$ cat config.mk
export PLATFORM = sky130hd
export DESIGN_NAME = pga_queue
export DESIGN_NICKNAME = d
export VERILOG_FILES = /design/src/pga_pkg.sv /design/src/pga_queue.sv
export SDC_FILE = /design/constraint.sdc
export NUM_CORES = 1
export LEC_CHECK = 0
export BUFFER_PORTS_ARGS = -buffer_cell sky130_fd_sc_hd__buf_4
export CORE_MARGIN = 3
export CORE_UTILIZATION = 45
export CTS_CLUSTER_DIAMETER = 60
export DETAILED_ROUTE_END_ITERATION = 7
export PLACE_DENSITY = 0.77
export SYNTH_ARGS = -nofsm -noshare
export SYNTH_HDL_FRONTEND = slang
export SYNTH_SLANG_ARGS = --single-unit
$ cat constraint.sdc
create_clock -name clock -period 4.4 [get_ports clock]
set_input_delay 0.44 -clock clock [delete_from_list [all_inputs] [get_ports clock]]
set_output_delay 0.44 -clock clock [all_outputs]
set_load 0.01 [all_outputs]
$ cat src/pga_pkg.sv
`timescale 1ns / 1ps

package pga_pkg;

   localparam int INDEX_W = 20;
   localparam int DATA_W  = 32;
   localparam int DIFF_W  = 33;
   localparam int ACC_W   = 48;
   localparam int CSR_W   = 3;

   localparam logic [CSR_W-1:0] CSR_TARGET_INDEX  = 3'd0;
   localparam logic [CSR_W-1:0] CSR_TARGET_X      = 3'd1;
   localparam logic [CSR_W-1:0] CSR_TARGET_Y      = 3'd2;
   localparam logic [CSR_W-1:0] CSR_TARGET_Z      = 3'd3;
   localparam logic [CSR_W-1:0] CSR_GRAVITY_CONST = 3'd4;
   localparam logic [CSR_W-1:0] CSR_SOFTEN_SQ     = 3'd5;

   localparam logic [DATA_W-1:0] GRAVITY_RESET = 32'd65536;
   localparam logic [DATA_W-1:0] SOFTEN_RESET  = 32'd655;

   typedef struct packed {
      logic [INDEX_W-1:0]       target_index;
      logic signed [DATA_W-1:0] target_x;
      logic signed [DATA_W-1:0] target_y;
      logic signed [DATA_W-1:0] target_z;
      logic [DATA_W-1:0]        gravity_const;
      logic [DATA_W-1:0]        soften_sq;
   } cfg_type;

   typedef struct packed {
      logic                     skip;
      logic                     last;
      logic signed [DIFF_W-1:0] dx;
      logic signed [DIFF_W-1:0] dy;
      logic signed [DIFF_W-1:0] dz;
      logic [DATA_W-1:0]        mass;
   } item_type;

endpackage

$ cat src/pga_queue.sv
`timescale 1ns / 1ps

module pga_queue (
   input  logic              clock,
   input  logic              reset,
   input  logic              wr_valid,
   output logic              wr_ready,
   input  pga_pkg::item_type wr_item,
   output logic              rd_valid,
   input  logic              rd_ready,
   output pga_pkg::item_type rd_item
);

   pga_pkg::item_type mem_ff [2];
   logic       wr_ptr_ff;
   logic       rd_ptr_ff;
   logic [1:0] count_ff;
   logic       push;
   logic       pop;

   assign wr_ready = (count_ff != 2'd2);
   assign rd_valid = (count_ff != 2'd0);
   assign rd_item  = mem_ff[rd_ptr_ff];
   assign push     = wr_valid && wr_ready;
   assign pop      = rd_valid && rd_ready;

   always_ff @(posedge clock) begin
      if (push) begin
         mem_ff[wr_ptr_ff] <= wr_item;
      end
      if (reset) begin
         wr_ptr_ff <= 1'b0;
         rd_ptr_ff <= 1'b0;
         count_ff  <= 2'd0;
      end else begin
         if (push) begin
            wr_ptr_ff <= ~wr_ptr_ff;
         end
         if (pop) begin
            rd_ptr_ff <= ~rd_ptr_ff;
         end
         if (push && !pop) begin
            count_ff <= count_ff + 2'd1;
         end else if (pop && !push) begin
            count_ff <= count_ff - 2'd1;
         end
      end
   end

endmodule

Yosys cells after proc, flatten, opt, wreduce, memory -nomap -nowiden
Memory sizes are Yosys's and may differ from the RTL's. A register that Yosys moved wholly into a read port is not among the register bits. Cells that the tools add are included.

Register bits after elaboration: 4. RAM bits: 266. Input bits: 137. Output and inout port bits: 135. Word-level logic and storage cells: 23. Memories: 1.

$add $sub $neg: 2. Equality and inequality tests: 1. Muxes and demuxes: 6. Bitwise logic cells: 2. Reductions and logical operators: 8.

Memories: mem_ff (words 2, bits a word 133, rd ports 1, clocked after Yosys merged registers in 1, write ports 1, RTL line pga_queue.sv:14) `pga_pkg::item_type mem_ff [2];`.

Operator list (count): logical AND 1 bit (4); 2-to-1 mux 1 bit (4); 2-to-1 mux 2 bit (2); nonzero test 2 bit (2); adder 2 x 1 -> 2 bit (second input constant) (1); logical NOT 1 bit (2); inequality test 2 bit (second input constant) (1); inverter 1 bit (2); subtractor 2 x 1 -> 2 bit (second input constant) (1).

Logic depth before layout (Yosys ltp)
Word-level depth: 6. Gate-level depth with buffers: 6. Mapped depth without buffers: 6.

Least setup slack after synthesis
No wires, ideal clock.

Kind: register to register. Start point: reg count_ff[0]. End point: mem mem_ff[1][0] (netlist name), enable pin. Library setup time: 0.509 ns. Data arrival time: 3.749 ns. Data required time: 3.891 ns. Path slack: 0.143 ns. Cell stages (with the launch flop): 3. Period minus slack after synthesis: 4.257 ns. Cells stage by stage: dfxtp_1 > nand2b_1 > and3_1.

Cells in the longest elaborated chain, start to end: 4.

RTL lines: start: declaration (RTL line pga_queue.sv:17) `logic [1:0] count_ff;`; start signal: assignment (RTL line pga_queue.sv:43) `count_ff <= count_ff + 2'd1;`; start signal: assignment (RTL line pga_queue.sv:45) `count_ff <= count_ff - 2'd1;`; inequality test 2 bit (RTL line pga_queue.sv:21) `assign wr_ready = (count_ff != 2'd2);`; named net wr_ready (RTL line pga_queue.sv:7) `output logic wr_ready,`; logical AND 1 bit (RTL line pga_queue.sv:24) `assign push = wr_valid && wr_ready;`; 2-to-1 mux 1 bit (RTL line pga_queue.sv:28) `if (push) begin`; 2-to-1 mux 1 bit (implied by the code) (RTL line pga_queue.sv:29) `mem_ff[wr_ptr_ff] <= wr_item;`; end: declaration (RTL line pga_queue.sv:14).

The timed path passes the listed nets, and every way through them passes these cells.

==> impl_metrics.sql <==
INSERT INTO impl_metrics (metric_group, metric, value, unit) VALUES
('status', 'outcome', 'completed', ''),
('logic_synthesis', 'yosys.area_share.adder', '0.1239', '%'),
('clock_network', 'master_cell_of_the_clock_root_buffer', 'sky130_fd_sc_hd__clkbuf_16', ''),
('critical_path', 'reg2reg_depth', '4', ''),
('sta', 'final_hold_viol_count', '0', ''),
('logic_synthesis', 'synthCells', '438', ''),
('die', 'initial_utilization', '46.01', '%'),
('logic_synthesis', 'synthTopCellsByCount', 'sky130_fd_sc_hd__edfxtp_1, sky130_fd_sc_hd__mux2_4, sky130_fd_sc_hd__mux2_2, sky130_fd_sc_hd__buf_6, sky130_fd_sc_hd__buf_2', ''),
('global_route', 'grt_overflow_total', '0', ''),
('logic_synthesis', 'syn_avg_cell_area', '23.06', 'um2'),
('clock_network', 'postCtsHoldBufs', '0', ''),
('clock_network', 'worst_skew_pair.late_latency', '0.53', 'ns'),
('logic_synthesis', 'compound_gate_portion_of_the_synthesized_area', '0.2973', '%'),
('sta', 'min_period_over_period', '64.10', '%'),
('critical_path', 'end_kind', 'primary output', ''),
('logic_synthesis', 'ys_top_cells_by_area', 'sky130_fd_sc_hd__edfxtp_1, sky130_fd_sc_hd__mux2_4, sky130_fd_sc_hd__mux2_2', ''),
('sta', 'total_negative_setup_slacks', '0', 'ns'),
('logic_synthesis', 'post_synth_and_or_nand_nor_area_fraction', '0.4954', '%'),
('clock_network', 'cts-resized-gates', '0', ''),
('routing', 'drt.antenna.violating_nets', '0', ''),
('layout', 'num-fill-cells', '1541', ''),
('logic_synthesis', 'seq_total_area_yosys', '80.06', '%'),
('routing', 'detail_route.vias_per_cell', '4.948', ''),
('sta', 'hold_ws', '0.09570', 'ns'),
('sta', 'timing.slew.headroom', '44.02', '%'),
('power_and_ir_drop', 'max-vdd-ir-drop', '0.3721', 'mV'),
('clock_network', 'clk_pin_slew', '0.06', 'ns'),
('sta', 'rsz0062_at_grt', 'false', ''),
('routing', 'drt-wirelength-per-cell', '18.90', 'um'),
('logic_synthesis', 'number_of_enable_flip_flop_cells_after_synthesis', '266', ''),
('logic_synthesis', 'yosys.cell_count.top_type', 'sky130_fd_sc_hd__edfxtp_1', ''),
('logic_synthesis', 'synth.mux.area_fraction', '17.43', '%'),
('routing', 'wl', '19.48', 'mm'),
('logic_synthesis', 'netlist_area_pre_place', '0.01010', 'mm2'),
('logic_synthesis', 'synth_top_family_by_area', 'multiplexers', ''),
('critical_path', 'worstSetupStartpointType', 'flop', ''),
('place', 'routabilityCongestion', '0.7896', ''),
('routing', 'detail_route_met2_wl', '9.619', 'mm'),
('logic_synthesis', 'synthDominantAreaCellType', 'sky130_fd_sc_hd__edfxtp_1', ''),
('critical_path', 'critPathRequiredTime', '3.96', 'ns'),
('sta', 'timing.final.max_slew_violations', '0', ''),
('critical_path', 'worstReg2RegStart', 'count_ff[0]', ''),
('logic_synthesis', 'synth_async_sr_flop_share', '0', '%'),
('min_path', 'hp_class', 'input pin to flop', ''),
('routing', 'drt_drc_violations_left', '0', ''),
('power_and_ir_drop', 'leakagePower', '5.079', 'nW'),
('critical_path', 'path_max_fanout', '48', ''),
('routing', 'highest-signal-layer', 'met4', ''),
('min_path', 'min_path_cells', '1', ''),
('die', 'fp.coreArea', '0.02196', 'mm2'),
('min_path', 'hp-start', 'wr_item[112]', ''),
('logic_synthesis', 'synth_warnings', '0', ''),
('logic_synthesis', 'mappedNetlistNets', '576', ''),
('die', 'rows', '54', ''),
('critical_path', 'rrSetupSlack', '2.07', 'ns'),
('routing', 'number_of_detailed_route_iterations_in_the_first_pass', '4', ''),
('clock_network', 'cts_tree', 'done', ''),
('logic_synthesis', 'yosys.area.top_type_share', '79.07', '%'),
('critical_path', 'worst_r2r_endpoint', 'mem_ff[0][54]', ''),
('logic_synthesis', 'yosys.area_share.xor_xnor', '0.2601', '%'),
('sta', 'setup_viol', '0', ''),
('job', 'max_cap_viol_count', '0', ''),
('die', 'floorplan.die_area', '0.02428', 'mm2'),
('critical_path', 'crit_path_cell_trace', 'buf_4, mux2_2, buf_4', ''),
('layout', 'final_net_count', '867', ''),
('sta', 'achievable_frequency', '354.5', 'MHz'),
('clock_network', 'cts_num_sinks', '271', ''),
('critical_path', 'delay_of_the_slowest_cell_on_the_worst_path', '0.62', 'ns'),
('global_route', 'grt_first_pass_wirelength', '29.37', 'mm'),
('routing', 'm1WireLength', '7.565', 'mm'),
('layout', 'area.growth.synth_to_final', '31.68', '%');
==> stage by stage <==
stage               power (mW)  worst slack (ns)  area, um2  cells
floorplan                4.605            0.1426      10100    438
global placement         5.389             2.179      12430    979
detailed placement       5.458             2.053      12430    979
CTS                      7.675             1.513      13300   1031
global route             7.892             1.469      13300   1031
finish                   7.566             1.579      13300   1031
==> cells in the final DEF, fill, tap and decap left out <==
master                        n
sky130_fd_sc_hd__or3_1        1
sky130_fd_sc_hd__mux2_2      63
sky130_fd_sc_hd__clkinv_1     7
sky130_fd_sc_hd__buf_12       2
sky130_fd_sc_hd__and2_1       1
sky130_fd_sc_hd__dfxtp_1      4
sky130_fd_sc_hd__a21bo_2      1
sky130_fd_sc_hd__inv_6        2
sky130_fd_sc_hd__clkbuf_1     6
sky130_fd_sc_hd__xor2_1       3
sky130_fd_sc_hd__buf_4      274
sky130_fd_sc_hd__clkbuf_16   29
sky130_fd_sc_hd__o21ai_0      2
sky130_fd_sc_hd__dfxtp_4      1
sky130_fd_sc_hd__a21oi_1      2
sky130_fd_sc_hd__nor2_1       3
sky130_fd_sc_hd__nand2b_1     1
sky130_fd_sc_hd__edfxtp_1   266
sky130_fd_sc_hd__clkbuf_8     2
sky130_fd_sc_hd__and3_4       1
sky130_fd_sc_hd__nand3b_1     1
sky130_fd_sc_hd__mux2_4      70
sky130_fd_sc_hd__or2_2        1
sky130_fd_sc_hd__clkinv_2     6
sky130_fd_sc_hd__bufinv_16    1
sky130_fd_sc_hd__ha_1         1
==> worst max-delay path: cells and delay by family, from the launching register on <==
family   cells  cell delay, ns
mux          1            0.42
flops        1            0.61
buf+inv      2            0.77
==> worst max path at each step <==
stage / end / slack, ns / cells after the start / start
after detailed placement: mem_ff[0][18] / 2.05 / 4 / count_ff[0]
after CTS: rd_item[125] / 1.51 / 3 / flop
after global placement: rd_item[48] / 2.18 / 3 / flop
after floorplan: mem_ff[1][0] / 0.14 / 2 / count_ff[0]
after global routing: rd_item[130] / 1.47 / 3 / flop
final: rd_item[125] / 1.58 / 3 / flop
==> area by class of cell <==
class / instances / area (um2) / share of cell area, %
sequential: 271 / 8092 / 60.83
timing repair buffer: 276 / 2097 / 15.76
multi-input combinational: 151 / 1884 / 14.16
clock buffer: 37 / 775.7 / 5.831
tap: 280 / 350.3 / 2.634
clock inverter: 15 / 95.09 / 0.7148
inverter: 1 / 8.758 / 0.06584
==> where the power goes <==
part / internal, mW / switching, mW
Sequential: 3.23 / 0.122
Clock: 1.29 / 0.898
Combinational: 1.11 / 0.915
Total: 5.63 / 1.93
==> sequential cells by signal, summed over array words and instances, names as in the netlist, named ones only <==
| name | count |
|---|---|
| count_ff | 2 |
| rd_ptr_ff | 1 |
| mem_ff | 266 |
| wr_ptr_ff | 1 |
==> routing by layer <==
layer  vias to the layer above  global-route usage (%)
met5                         -                       0
met4                         0                   4.920
met3                        42                   4.577
met2                       225                   25.81
met1                      2509                   19.08
li1                       2325                       -
==> cell families (layout without fill, tap and decap cells) <==
| group | count (synthesis) | count (layout) |
|---|---|---|
| mux | 133 | 133 |
| compound gates | 5 | 5 |
| flops | 271 | 271 |
| buf+inv | 16 | 329 |
| simple gates | 9 | 9 |
| fa+ha+maj | 1 | 1 |
| xor+xnor | 3 | 3 |
Power figures use the tool's default switching activity.
