$ cat config.mk
export PLATFORM = sky130hd
export DESIGN_NAME = pga_front
export DESIGN_NICKNAME = d
export VERILOG_FILES = /design/src/pga_pkg.sv /design/src/pga_front.sv
export SDC_FILE = /design/constraint.sdc
export NUM_CORES = 1
export LEC_CHECK = 0
export ABC_AREA = 1
export BUFFER_PORTS_ARGS = -buffer_cell sky130_fd_sc_hd__buf_2
export CORE_AREA = 2 2 180 182
export DETAILED_ROUTE_END_ITERATION = 16
export DIE_AREA = 0 0 182 184
export GPL_TIMING_DRIVEN = 0
export PLACE_DENSITY_LB_ADDON = 0.3
export SLEW_MARGIN = 20
export SYNTH_ARGS = -nofsm -noshare
export SYNTH_HDL_FRONTEND = slang
export SYNTH_SLANG_ARGS = --single-unit
$ cat constraint.sdc
create_clock -name vclk -period 2.6
set_input_delay 0.52 -clock vclk [all_inputs]
set_output_delay 0.52 -clock vclk [all_outputs]
set_load 0.02 [all_outputs]
$ cat src/pga_pkg.sv
`timescale 1ns / 1ps

package pga_pkg;

   localparam int INDEX_W = 20;
   localparam int DATA_W  = 32;
   localparam int DIFF_W  = 33;
   localparam int ACC_W   = 48;
   localparam int CSR_W   = 3;

   localparam logic [CSR_W-1:0] CSR_TARGET_INDEX  = 3'd0;
   localparam logic [CSR_W-1:0] CSR_TARGET_X      = 3'd1;
   localparam logic [CSR_W-1:0] CSR_TARGET_Y      = 3'd2;
   localparam logic [CSR_W-1:0] CSR_TARGET_Z      = 3'd3;
   localparam logic [CSR_W-1:0] CSR_GRAVITY_CONST = 3'd4;
   localparam logic [CSR_W-1:0] CSR_SOFTEN_SQ     = 3'd5;

   localparam logic [DATA_W-1:0] GRAVITY_RESET = 32'd65536;
   localparam logic [DATA_W-1:0] SOFTEN_RESET  = 32'd655;

   typedef struct packed {
      logic [INDEX_W-1:0]       target_index;
      logic signed [DATA_W-1:0] target_x;
      logic signed [DATA_W-1:0] target_y;
      logic signed [DATA_W-1:0] target_z;
      logic [DATA_W-1:0]        gravity_const;
      logic [DATA_W-1:0]        soften_sq;
   } cfg_type;

   typedef struct packed {
      logic                     skip;
      logic                     last;
      logic signed [DIFF_W-1:0] dx;
      logic signed [DIFF_W-1:0] dy;
      logic signed [DIFF_W-1:0] dz;
      logic [DATA_W-1:0]        mass;
   } item_type;

endpackage

$ cat src/pga_front.sv
`timescale 1ns / 1ps

module pga_front #(
   parameter int INDEX_BITS = 20
) (
   input  pga_pkg::cfg_type                   cfg,
   input  logic [pga_pkg::INDEX_W-1:0]        body_index,
   input  logic signed [pga_pkg::DATA_W-1:0]  body_x,
   input  logic signed [pga_pkg::DATA_W-1:0]  body_y,
   input  logic signed [pga_pkg::DATA_W-1:0]  body_z,
   input  logic [pga_pkg::DATA_W-1:0]         body_mass,
   input  logic                               last_body,
   output pga_pkg::item_type                  item
);

   localparam int CMP_W = (INDEX_BITS < pga_pkg::INDEX_W) ? INDEX_BITS : pga_pkg::INDEX_W;

   always_comb begin
      item.skip = (body_index[CMP_W-1:0] == cfg.target_index[CMP_W-1:0]);
      item.last = last_body;
      item.dx   = pga_pkg::DIFF_W'(body_x) - pga_pkg::DIFF_W'(cfg.target_x);
      item.dy   = pga_pkg::DIFF_W'(body_y) - pga_pkg::DIFF_W'(cfg.target_y);
      item.dz   = pga_pkg::DIFF_W'(body_z) - pga_pkg::DIFF_W'(cfg.target_z);
      item.mass = body_mass;
   end

endmodule

======== Word level (Yosys, flattened, before mapping) ========
Index checks and enable logic that the tools add are counted.
word-level totals
  flip-flop bits (word level) ............. 0
  word-level logic and storage cells ...... 4
operators by class
  $add $sub $neg .......................... 3
  equality and inequality tests ........... 1
operator list
  cell                          number
  subtractor 32 x 32 -> 33 bit  3
  equality test 20 bit          1

======== Logic depth before layout (Yosys ltp) ========
Gate-level depths: netlist of run 1.
  depth in word-level cells ............... 1
  mapped depth ............................ 14
  gate-level depth less buffers ........... 14

======== Least setup slack after synthesis of run 1 ========
No wires, ideal clock.
  path type ............................... input-to-output
  start ................................... input body_z[0] in the netlist's numbering
  end ..................................... output item[48] in the netlist's numbering
  data arrival time ....................... 1.994 ns
  data required time ...................... 2.080 ns
  setup slack ............................. 0.086 ns
  cell stages on the path ................. 11
  path buffers ............................ 0
  cells stage by stage .................... inv_1 -> ha_1 -> fa_1 -> inv_1 -> nand2_1 -> nand2_1 -> nand3_1 -> nand2_1 -> nand2_1 -> nand2_2 -> xor2_1
RTL lines
  element             line             RTL
  start: declaration  pga_front.sv:10  input logic signed [pga_pkg::DATA_W-1:0] body_z,
  end: declaration    pga_front.sv:13  output pga_pkg::item_type item

==> results of run 1 <==
-- logic make-up after synthesis --
| family | Yosys count | synth area share [%] |
|---|---|---|
| AND/OR/NAND/NOR | 1011 | 48.9 |
| buffers and inverters | 519 | 25.2 |
| adder cells (fa/ha/maj) | 99 | 15.3 |
| AO/OA/AOI/OAI | 71 | 4.59 |
| XOR/XNOR | 56 | 5.96 |
-- cell type report --
cell class | instances | area (sq um)
Timing Repair Buffer | 385 | 2150
Inverter | 485 | 1830
Buffer | 34 | 259
Multi-Input combinational cell | 1237 | 7460
Tap cell | 402 | 503
Fill cell | 3492 | 19200
-- layout by cell type, fill, tap and decap left out, types with 3 or more instances in the layout --
cell,synthesis,routed
sky130_fd_sc_hd__a21oi_1,60,32
sky130_fd_sc_hd__nand3_1,69,58
sky130_fd_sc_hd__a21oi_2,1,27
sky130_fd_sc_hd__xor2_2,0,6
sky130_fd_sc_hd__or2_1,3,3
sky130_fd_sc_hd__nand2_2,16,88
sky130_fd_sc_hd__inv_1,485,477
sky130_fd_sc_hd__o21bai_1,3,3
sky130_fd_sc_hd__nand4_1,14,14
sky130_fd_sc_hd__nor3_2,0,4
sky130_fd_sc_hd__inv_4,0,3
sky130_fd_sc_hd__xnor2_1,11,11
sky130_fd_sc_hd__xor2_1,45,38
sky130_fd_sc_hd__buf_4,34,72
sky130_fd_sc_hd__fa_2,0,3
sky130_fd_sc_hd__inv_2,0,5
sky130_fd_sc_hd__and2_1,6,6
sky130_fd_sc_hd__nand2_4,0,22
sky130_fd_sc_hd__buf_6,0,19
sky130_fd_sc_hd__nor2_4,0,5
sky130_fd_sc_hd__nand3_2,4,14
sky130_fd_sc_hd__buf_2,0,327
sky130_fd_sc_hd__o22ai_1,3,3
sky130_fd_sc_hd__ha_1,96,29
sky130_fd_sc_hd__ha_2,0,30
sky130_fd_sc_hd__nor3_1,11,7
sky130_fd_sc_hd__a21o_1,3,3
sky130_fd_sc_hd__ha_4,0,37
sky130_fd_sc_hd__nor2_2,1,32
sky130_fd_sc_hd__nand2_1,760,664
sky130_fd_sc_hd__nor2_1,125,89
-- repair_timing --
action	in CTS	in global routing
hold buffers	0	0
gates cloned	0	0
gates resized for setup	104	262
pin swaps	19	39
setup buffers	8	12
setup endpoints to repair	53	71
-- routing by layer --
metal	GRT usage [%]	share of wire [%]	up-vias
met5	0	0	-
met4	2.19	1.1	0
met3	0.990	4.9	18
met2	31.7	51	336
met1	20.0	43	4741
li1	-	-	5824
-- through the flow --
step / setup TNS (ns) / total power, mW / worst slack (ns) / hold WS [ns]
CTS: -0.154 / 2.93 / -0.0662 / 1.26
global placement: -6.15 / 2.76 / -0.375 / 1.26
finish: 0 / 3.27 / 0.0147 / 1.26
detailed placement: -6.81 / 2.77 / -0.394 / 1.26
global route: -1.38 / 3.60 / -0.105 / 1.26
floorplan: 0 / 1.83 / 0.0857 / 1.15
-- how the worst max path moves through the flow --
stage / start / end / slack, ns / cells past startpoint
after CTS: body_x[0] / item[118] / -0.07 / 16
after floorplan: body_z[0] / item[48] / 0.09 / 11
final: cfg[128] / item[118] / 0.01 / 15
after global routing: cfg[79] / item[63] / -0.11 / 12
after detailed placement: cfg[128] / item[110] / -0.39 / 12
after global placement: cfg[128] / item[110] / -0.37 / 12
-- report_power, final --
part | total (mW) | internal [mW] | switching, mW
sequential | 0 | 0 | 0
clock | 0 | 0 | 0
combinational | 3.27 | 1.27 | 2.00
total | 3.27 | 1.27 | 2.00
-- cells in the mapped netlist, drive strengths merged --
library cell	number
nand2	776
inv	485
nor2	126
ha	96
nand3	73
a21oi	61
xor2	45
buf	34
nand4	14
nor3	11
xnor2	11
and2	6
or2	5
a21o	3
fa	3
o21bai	3
o22ai	3
o21ai	1
==> summary.log, run 1 <==
[outcome] run status complete, no violations
[setup_path] Crit Path Max Fanout 3
[route] # DRC 0
[final_layout] share of final-layout standard cells stronger than drive strength 1 32.8%
[timing] final count of hold timing violations 0
[die] die height 184 um
[timing] setup repair after global routing missed its margin true
[timing] final setup violation count 0
[timing] max-slew violation count 0
[global_route] combined global-route utilization of all metal layers 16.3%
[setup_path] CP dominant cell by count sky130_fd_sc_hd__nand2_2
[die] die outline area 33500 sq um
[placed_design] number of placed instances, taps included 2523
[die] Std-Cell Rows 65
[setup_path] slowest library cell on the worst path sky130_fd_sc_hd__fa_2
[final_layout] post-layout instance count excluding filler cells 2543
[setup_path] Crit. End Element output pin
[global_route] antenna violations before repair 0
[final_layout] final net count 2571
[route] via density per instance 4.29
[final_layout] post-route standard cell area excluding fillers 12200 sq um
[global_route] wire length of the first global-routing pass 45.5 mm
[route] 1st-pass router iterations 5
[synthesis] Mapped Avg Cell Area 4.69 sq um
[route] number of DRC violations after detailed-routing iteration 0 394
[route] number of nets still failing antenna checks after routing 0
[setup_path] CP Launch Type input pin
[timing] headroom to the max-slew limit 81.2%
[synthesis] number of distinct library cell variants in the gate-level netlist after synthesis 23
[hold_path] type of the most critical hold path in -> out
[final_layout] number of diodes added for antenna fixing 0
[die] Initial Util 26.2%
[power] power density over the cells 268 nW/um^2
[die] Std-Cell Core Area 31400 sq um
[die] io pins 462
[setup_path] Largest delay share family, worst path simple AND/OR/NAND/NOR gates
[global_route] GR Overflow Total 0
[placed_design] placed instance area 10600 sq um
[hold_path] Cells on Worst Hold Path 2
[synthesis] dominant cells by area after synthesis sky130_fd_sc_hd__nand2_1, sky130_fd_sc_hd__inv_1, sky130_fd_sc_hd__ha_1, sky130_fd_sc_hd__nor2_1, sky130_fd_sc_hd__xor2_1
[final_layout] final core utilization 38.9%
[timing] achievable clock frequency 387 MHz
[synthesis] number of warnings issued by yosys 0
[setup_path] slowest stage delay, CP 0.36 ns
[setup_path] cells along the critical path buf_6, ha_4, fa_2, inv_2, nand2_2, nand2_2, nand3_2, nand2_4, nand2_4, nand2_4, nand2_2, nand2_1, nand2_1, nand2_2, buf_6
[setup_path] worst path bufs/invs 3
[placed_design] half-perimeter wire length after placement 26.5 mm
[placed_design] routability cong. 0.913
[route] total via count after detailed routing 10.9k
[timing] fin crit period 2.59 ns
[placed_design] I/O Buffers 365
[global_route] maximum number of pins on one net before global-route repair 8
[synthesis] cell type with the highest aggregate area in the netlist sky130_fd_sc_hd__nand2_1
[synthesis] cell area after synthesis 8230 sq um
[setup_path] kind of critical path in -> out
[synthesis] Mapped Cells 1756
[power] static leakage 8.07 nW
[hold_path] terminating pin of the worst hold path item[2]
[final_layout] storage element area 0 sq um
[job] maximum capacitance violations 0
[setup_path] arrival time of data at the critical path endpoint 2.07 ns
[die] chip width 182 um
[timing] transition at the pin with the smallest max-transition slack 0.282 ns
[hold_path] worst hold start body_mass[2]
[power] peak supply drop 0.000156 V
[final_layout] clock buf count 0
[route] Avg WL per Cell 12.0 um
[final_layout] count of flip-flops and latches 0
[setup_path] WP data required 2.08 ns
[global_route] vias in the first global route 9984
[synthesis] Synthesized Nets 2184
[final_layout] synthesis-to-layout area growth 48.2%
[route] Routed WL 30.4 mm
[synthesis] share of synthesized area occupied by flip-flops and latches 0%
[timing] fraction of the cycle the final worst path needs 99.4%
[synthesis] area share of the largest cell type after synthesis 34.7%
Power figures use the tool's default switching activity.
==> inputs of run 2 (changes only) <==
==> constraint.sdc (replaced) <==
create_clock -name vclk -period 2.6
set_input_delay 0.26 -clock vclk [all_inputs]
set_output_delay 0.26 -clock vclk [all_outputs]
set_load 0.02 [all_outputs]
==> summary.log, run 2 (same netlist as run 1, synthesis figures left out) <==
[global_route] maximum number of pins on one net before global-route repair 8
[clocking] count of instances resized after the clock tree is built 0
[final_layout] post-route standard cell area excluding fillers 10600 sq um
[die] io pins 462
[timing] fraction of the cycle the final worst path needs 93.3%
[power] static leakage 7.79 nW
[placed_design] half-perimeter wire length after placement 26.5 mm
[final_layout] count of flip-flops and latches 0
[final_layout] storage element area 0 sq um
[final_layout] synthesis-to-layout area growth 28.3%
[route] total via count after detailed routing 10.6k
[route] 1st-pass router iterations 5
[global_route] GR Overflow Total 0
[setup_path] Crit Path Max Fanout 3
[final_layout] commonest non-fill, non-tap cell in the layout sky130_fd_sc_hd__nand2_1
[route] # DRC 0
[setup_path] kind of critical path in -> out
[timing] transition at the pin with the smallest max-transition slack 0.302 ns
[timing] total negative slack 0 ns
[final_layout] clock buf count 0
[die] Initial Util 26.2%
[setup_path] arrival time of data at the critical path endpoint 2.17 ns
[die] Std-Cell Core Area 31400 sq um
[die] die outline area 33500 sq um
[hold_path] type of the most critical hold path in -> out
[route] via density per instance 4.22
[job] maximum capacitance violations 0
[placed_design] routability cong. 0.913
[route] Avg WL per Cell 11.4 um
[timing] final count of hold timing violations 0
[clocking] post-CTS setup buffer count 0
[setup_path] CP Launch Type input pin
[route] number of DRC violations after detailed-routing iteration 0 424
[timing] final worst hold slack 0.737 ns
[global_route] antenna violations before repair 0
[final_layout] share of final-layout standard cells stronger than drive strength 1 19.9%
[die] Std-Cell Rows 65
[timing] achievable clock frequency 412 MHz
[die] die height 184 um
[outcome] run status complete, no violations
[die] chip width 182 um
[placed_design] I/O Buffers 365
[final_layout] number of diodes added for antenna fixing 0
[global_route] combined global-route utilization of all metal layers 16.1%
[power] power density over the cells 261 nW/um^2
[global_route] wire length of the first global-routing pass 45.0 mm
[route] Routed WL 28.7 mm
[final_layout] final net count 2551
[power] peak supply drop 0.000141 V
[timing] max-slew violation count 0
[timing] setup repair after global routing missed its margin false
[global_route] vias in the first global route 9768
[placed_design] placed instance area 10600 sq um
[setup_path] Crit. End Element output pin
[timing] fin crit period 2.43 ns
[timing] final setup violation count 0
[route] number of nets still failing antenna checks after routing 0
[setup_path] WP data required 2.34 ns
[timing] headroom to the max-slew limit 79.8%
[final_layout] highest-count cells in the layout ignoring fill and taps sky130_fd_sc_hd__nand2_1, sky130_fd_sc_hd__inv_1, sky130_fd_sc_hd__buf_2
[clocking] total of hold buffers inserted after clock tree synthesis 0
-- run 2: routing by layer --
| metal | GRT usage, % | part of all wire, % | vias up |
|---|---|---|---|
| met2 | 31.1 | 49 | 344 |
| met1 | 20.0 | 44 | 4488 |
| met4 | 2.19 | 1.4 | 0 |
| met5 | 0 | 0 | - |
| met3 | 0.990 | 5.7 | 20 |
| li1 | - | - | 5797 |
-- run 2: critical path, stage by stage --
cell,delay (ns)
sky130_fd_sc_hd__buf_2,0.10
sky130_fd_sc_hd__ha_1,0.22
sky130_fd_sc_hd__fa_1,0.42
sky130_fd_sc_hd__inv_1,0.13
sky130_fd_sc_hd__nand2_1,0.06
sky130_fd_sc_hd__nand2_1,0.08
sky130_fd_sc_hd__nand3_1,0.07
sky130_fd_sc_hd__nand2_1,0.14
sky130_fd_sc_hd__nand2_1,0.08
sky130_fd_sc_hd__nand2_2,0.11
sky130_fd_sc_hd__nand2_1,0.09
sky130_fd_sc_hd__nand2_1,0.07
sky130_fd_sc_hd__nand2_1,0.05
sky130_fd_sc_hd__nand2_1,0.11
sky130_fd_sc_hd__buf_2,0.18
-- run 2: metrics by stage --
step | util (%) | total power [mW] | setup slack (ns) | std cells
floorplan | - | 1.83 | 0.606 | 1756
global placement | 33.6 | 2.76 | 0.145 | 2523
detailed placement | 33.6 | 2.77 | 0.126 | 2523
CTS | 33.6 | 2.78 | 0.122 | 2523
global route | 33.6 | 3.08 | 0.00650 | 2523
finish | 33.6 | 2.76 | 0.175 | 2523
-- run 2: path summary, 6_finish.rpt --
kind,startpoint,end,cells past startpoint
min,body_mass[5],item[5],2
max,cfg[128],item[118],15
-- run 2: cell type report --
class,count,area [sq um]
buffer,34,255
fill,3659,20800
inverter,485,1820
multi-input combinational,1237,6150
tap,402,503
timing repair buffer,365,1830
-- run 2: report_power, final --
part	switching, mW	internal, mW
logic	1.79	0.972
clock network	0	0
registers	0	0
==> inputs of run 3 (changes only) <==
CORE_AREA = unset   (was 2 2 180 182)
CORE_UTILIZATION = 23   (was unset)
DIE_AREA = unset   (was 0 0 182 184)
==> summary.log, run 3 (same netlist as run 1, synthesis figures left out) <==
[outcome] run status complete, no violations
[die] chip width 191 um
[power] static leakage 7.79 nW
[final_layout] final core utilization 30.5%
[final_layout] highest-count cells in the layout ignoring fill and taps sky130_fd_sc_hd__nand2_1, sky130_fd_sc_hd__inv_1, sky130_fd_sc_hd__buf_2
[clocking] post-CTS setup buffer count 0
[final_layout] number of fill cells 4128
[die] die outline area 36500 sq um
[setup_path] Crit. End Element output pin
[power] power density over the cells 258 nW/um^2
[die] Std-Cell Core Area 34900 sq um
[setup_path] CP Launch Type input pin
[placed_design] routability cong. 0.940
[final_layout] clock buf count 0
[hold_path] Cells on Worst Hold Path 2
[route] 1st-pass router iterations 5
[clocking] count of instances resized after the clock tree is built 0
[final_layout] storage element area 0 sq um
[timing] final setup violation count 0
[final_layout] synthesis-to-layout area growth 29.1%
[placed_design] half-perimeter wire length after placement 26.3 mm
[final_layout] share of final-layout standard cells stronger than drive strength 1 19.9%
[timing] setup repair after global routing missed its margin false
[timing] worst setup slack after layout 0.261 ns
[timing] headroom to the max-slew limit 81.0%
[setup_path] kind of critical path in -> out
[global_route] antenna violations before repair 0
[global_route] wire length of the first global-routing pass 44.3 mm
[final_layout] number of diodes added for antenna fixing 0
[die] io pins 462
[placed_design] DP Worst Slack 0.195 ns
[route] number of nets still failing antenna checks after routing 0
[timing] final worst hold slack 0.737 ns
[setup_path] Crit Path Max Fanout 3
[power] Final Power 2.74 mW
[die] die height 191 um
[final_layout] count of flip-flops and latches 0
[timing] final count of hold timing violations 0
[global_route] maximum number of pins on one net before global-route repair 8
[global_route] vias in the first global route 9895
[route] Routed WL 28.3 mm
[route] number of DRC violations after detailed-routing iteration 0 426
[route] # DRC 0
[setup_path] WP data required 2.34 ns
[power] peak supply drop 0.000126 V
[clocking] total of hold buffers inserted after clock tree synthesis 0
[route] Avg WL per Cell 11.0 um
[placed_design] I/O Buffers 365
[route] total via count after detailed routing 10.7k
[route] via density per instance 4.16
[global_route] GR Overflow Total 0
[timing] fraction of the cycle the final worst path needs 90.0%
[final_layout] commonest non-fill, non-tap cell in the layout sky130_fd_sc_hd__nand2_1
[final_layout] final net count 2551
[die] Initial Util 23.6%
[hold_path] type of the most critical hold path in -> out
[setup_path] arrival time of data at the critical path endpoint 2.08 ns
[timing] transition at the pin with the smallest max-transition slack 0.285 ns
[job] maximum capacitance violations 0
[global_route] combined global-route utilization of all metal layers 14.6%
[timing] total negative slack 0 ns
[timing] achievable clock frequency 428 MHz
[final_layout] area of the multi-input gates 6150 sq um
[timing] max-slew violation count 0
[timing] fin crit period 2.34 ns
[die] Std-Cell Rows 68
[run 3: cell counts in the layout (fill, tap and decap cells not counted)]
Identical to the previous run, type by type.
[run 3: report_power, final]
part	switching, mW	internal [mW]	leakage, nW
registers	0	0	0
logic	1.77	0.972	7.79
clock network	0	0	0
[run 3: cell type report]
type,instances,share of cell area (%)
plain buffers,34,2.40
multi-input cells,1237,57.9
well taps,455,5.36
inverters,485,17.1
repair buffers,365,17.2
[run 3: routing by layer]
layer  up-vias  track usage (%)  wire (um)
met4         0             2.96        637
met3        35            0.845       1800
met5         -                0          0
met2       366             27.1      13300
met1      4535             18.5      12600
li1       5785                -          -
[run 3: critical path, cell delays in order]
cell	delay, ns
sky130_fd_sc_hd__buf_2	0.10
sky130_fd_sc_hd__ha_1	0.22
sky130_fd_sc_hd__fa_1	0.41
sky130_fd_sc_hd__inv_1	0.12
sky130_fd_sc_hd__nand2_1	0.06
sky130_fd_sc_hd__nand2_1	0.08
sky130_fd_sc_hd__nand3_1	0.07
sky130_fd_sc_hd__nand2_1	0.14
sky130_fd_sc_hd__nand2_1	0.08
sky130_fd_sc_hd__nand2_2	0.12
sky130_fd_sc_hd__nand2_1	0.08
sky130_fd_sc_hd__nand2_1	0.06
sky130_fd_sc_hd__nand2_1	0.04
sky130_fd_sc_hd__nand2_1	0.06
sky130_fd_sc_hd__buf_2	0.16
[run 3: final timing paths]
path	startpoint	slack, ns	endpoint
worst max-delay path	cfg[128]	0.26	item[126]
worst min-delay path	body_mass[26]	0.74	item[26]
[run 3: through the flow]
stage               instances  instance area [sq um]
floorplan                1756                   8230
global placement         2576                  10600
detailed placement       2576                  10600
CTS                      2576                  10600
global route             2576                  10600
finish                   2576                  10600
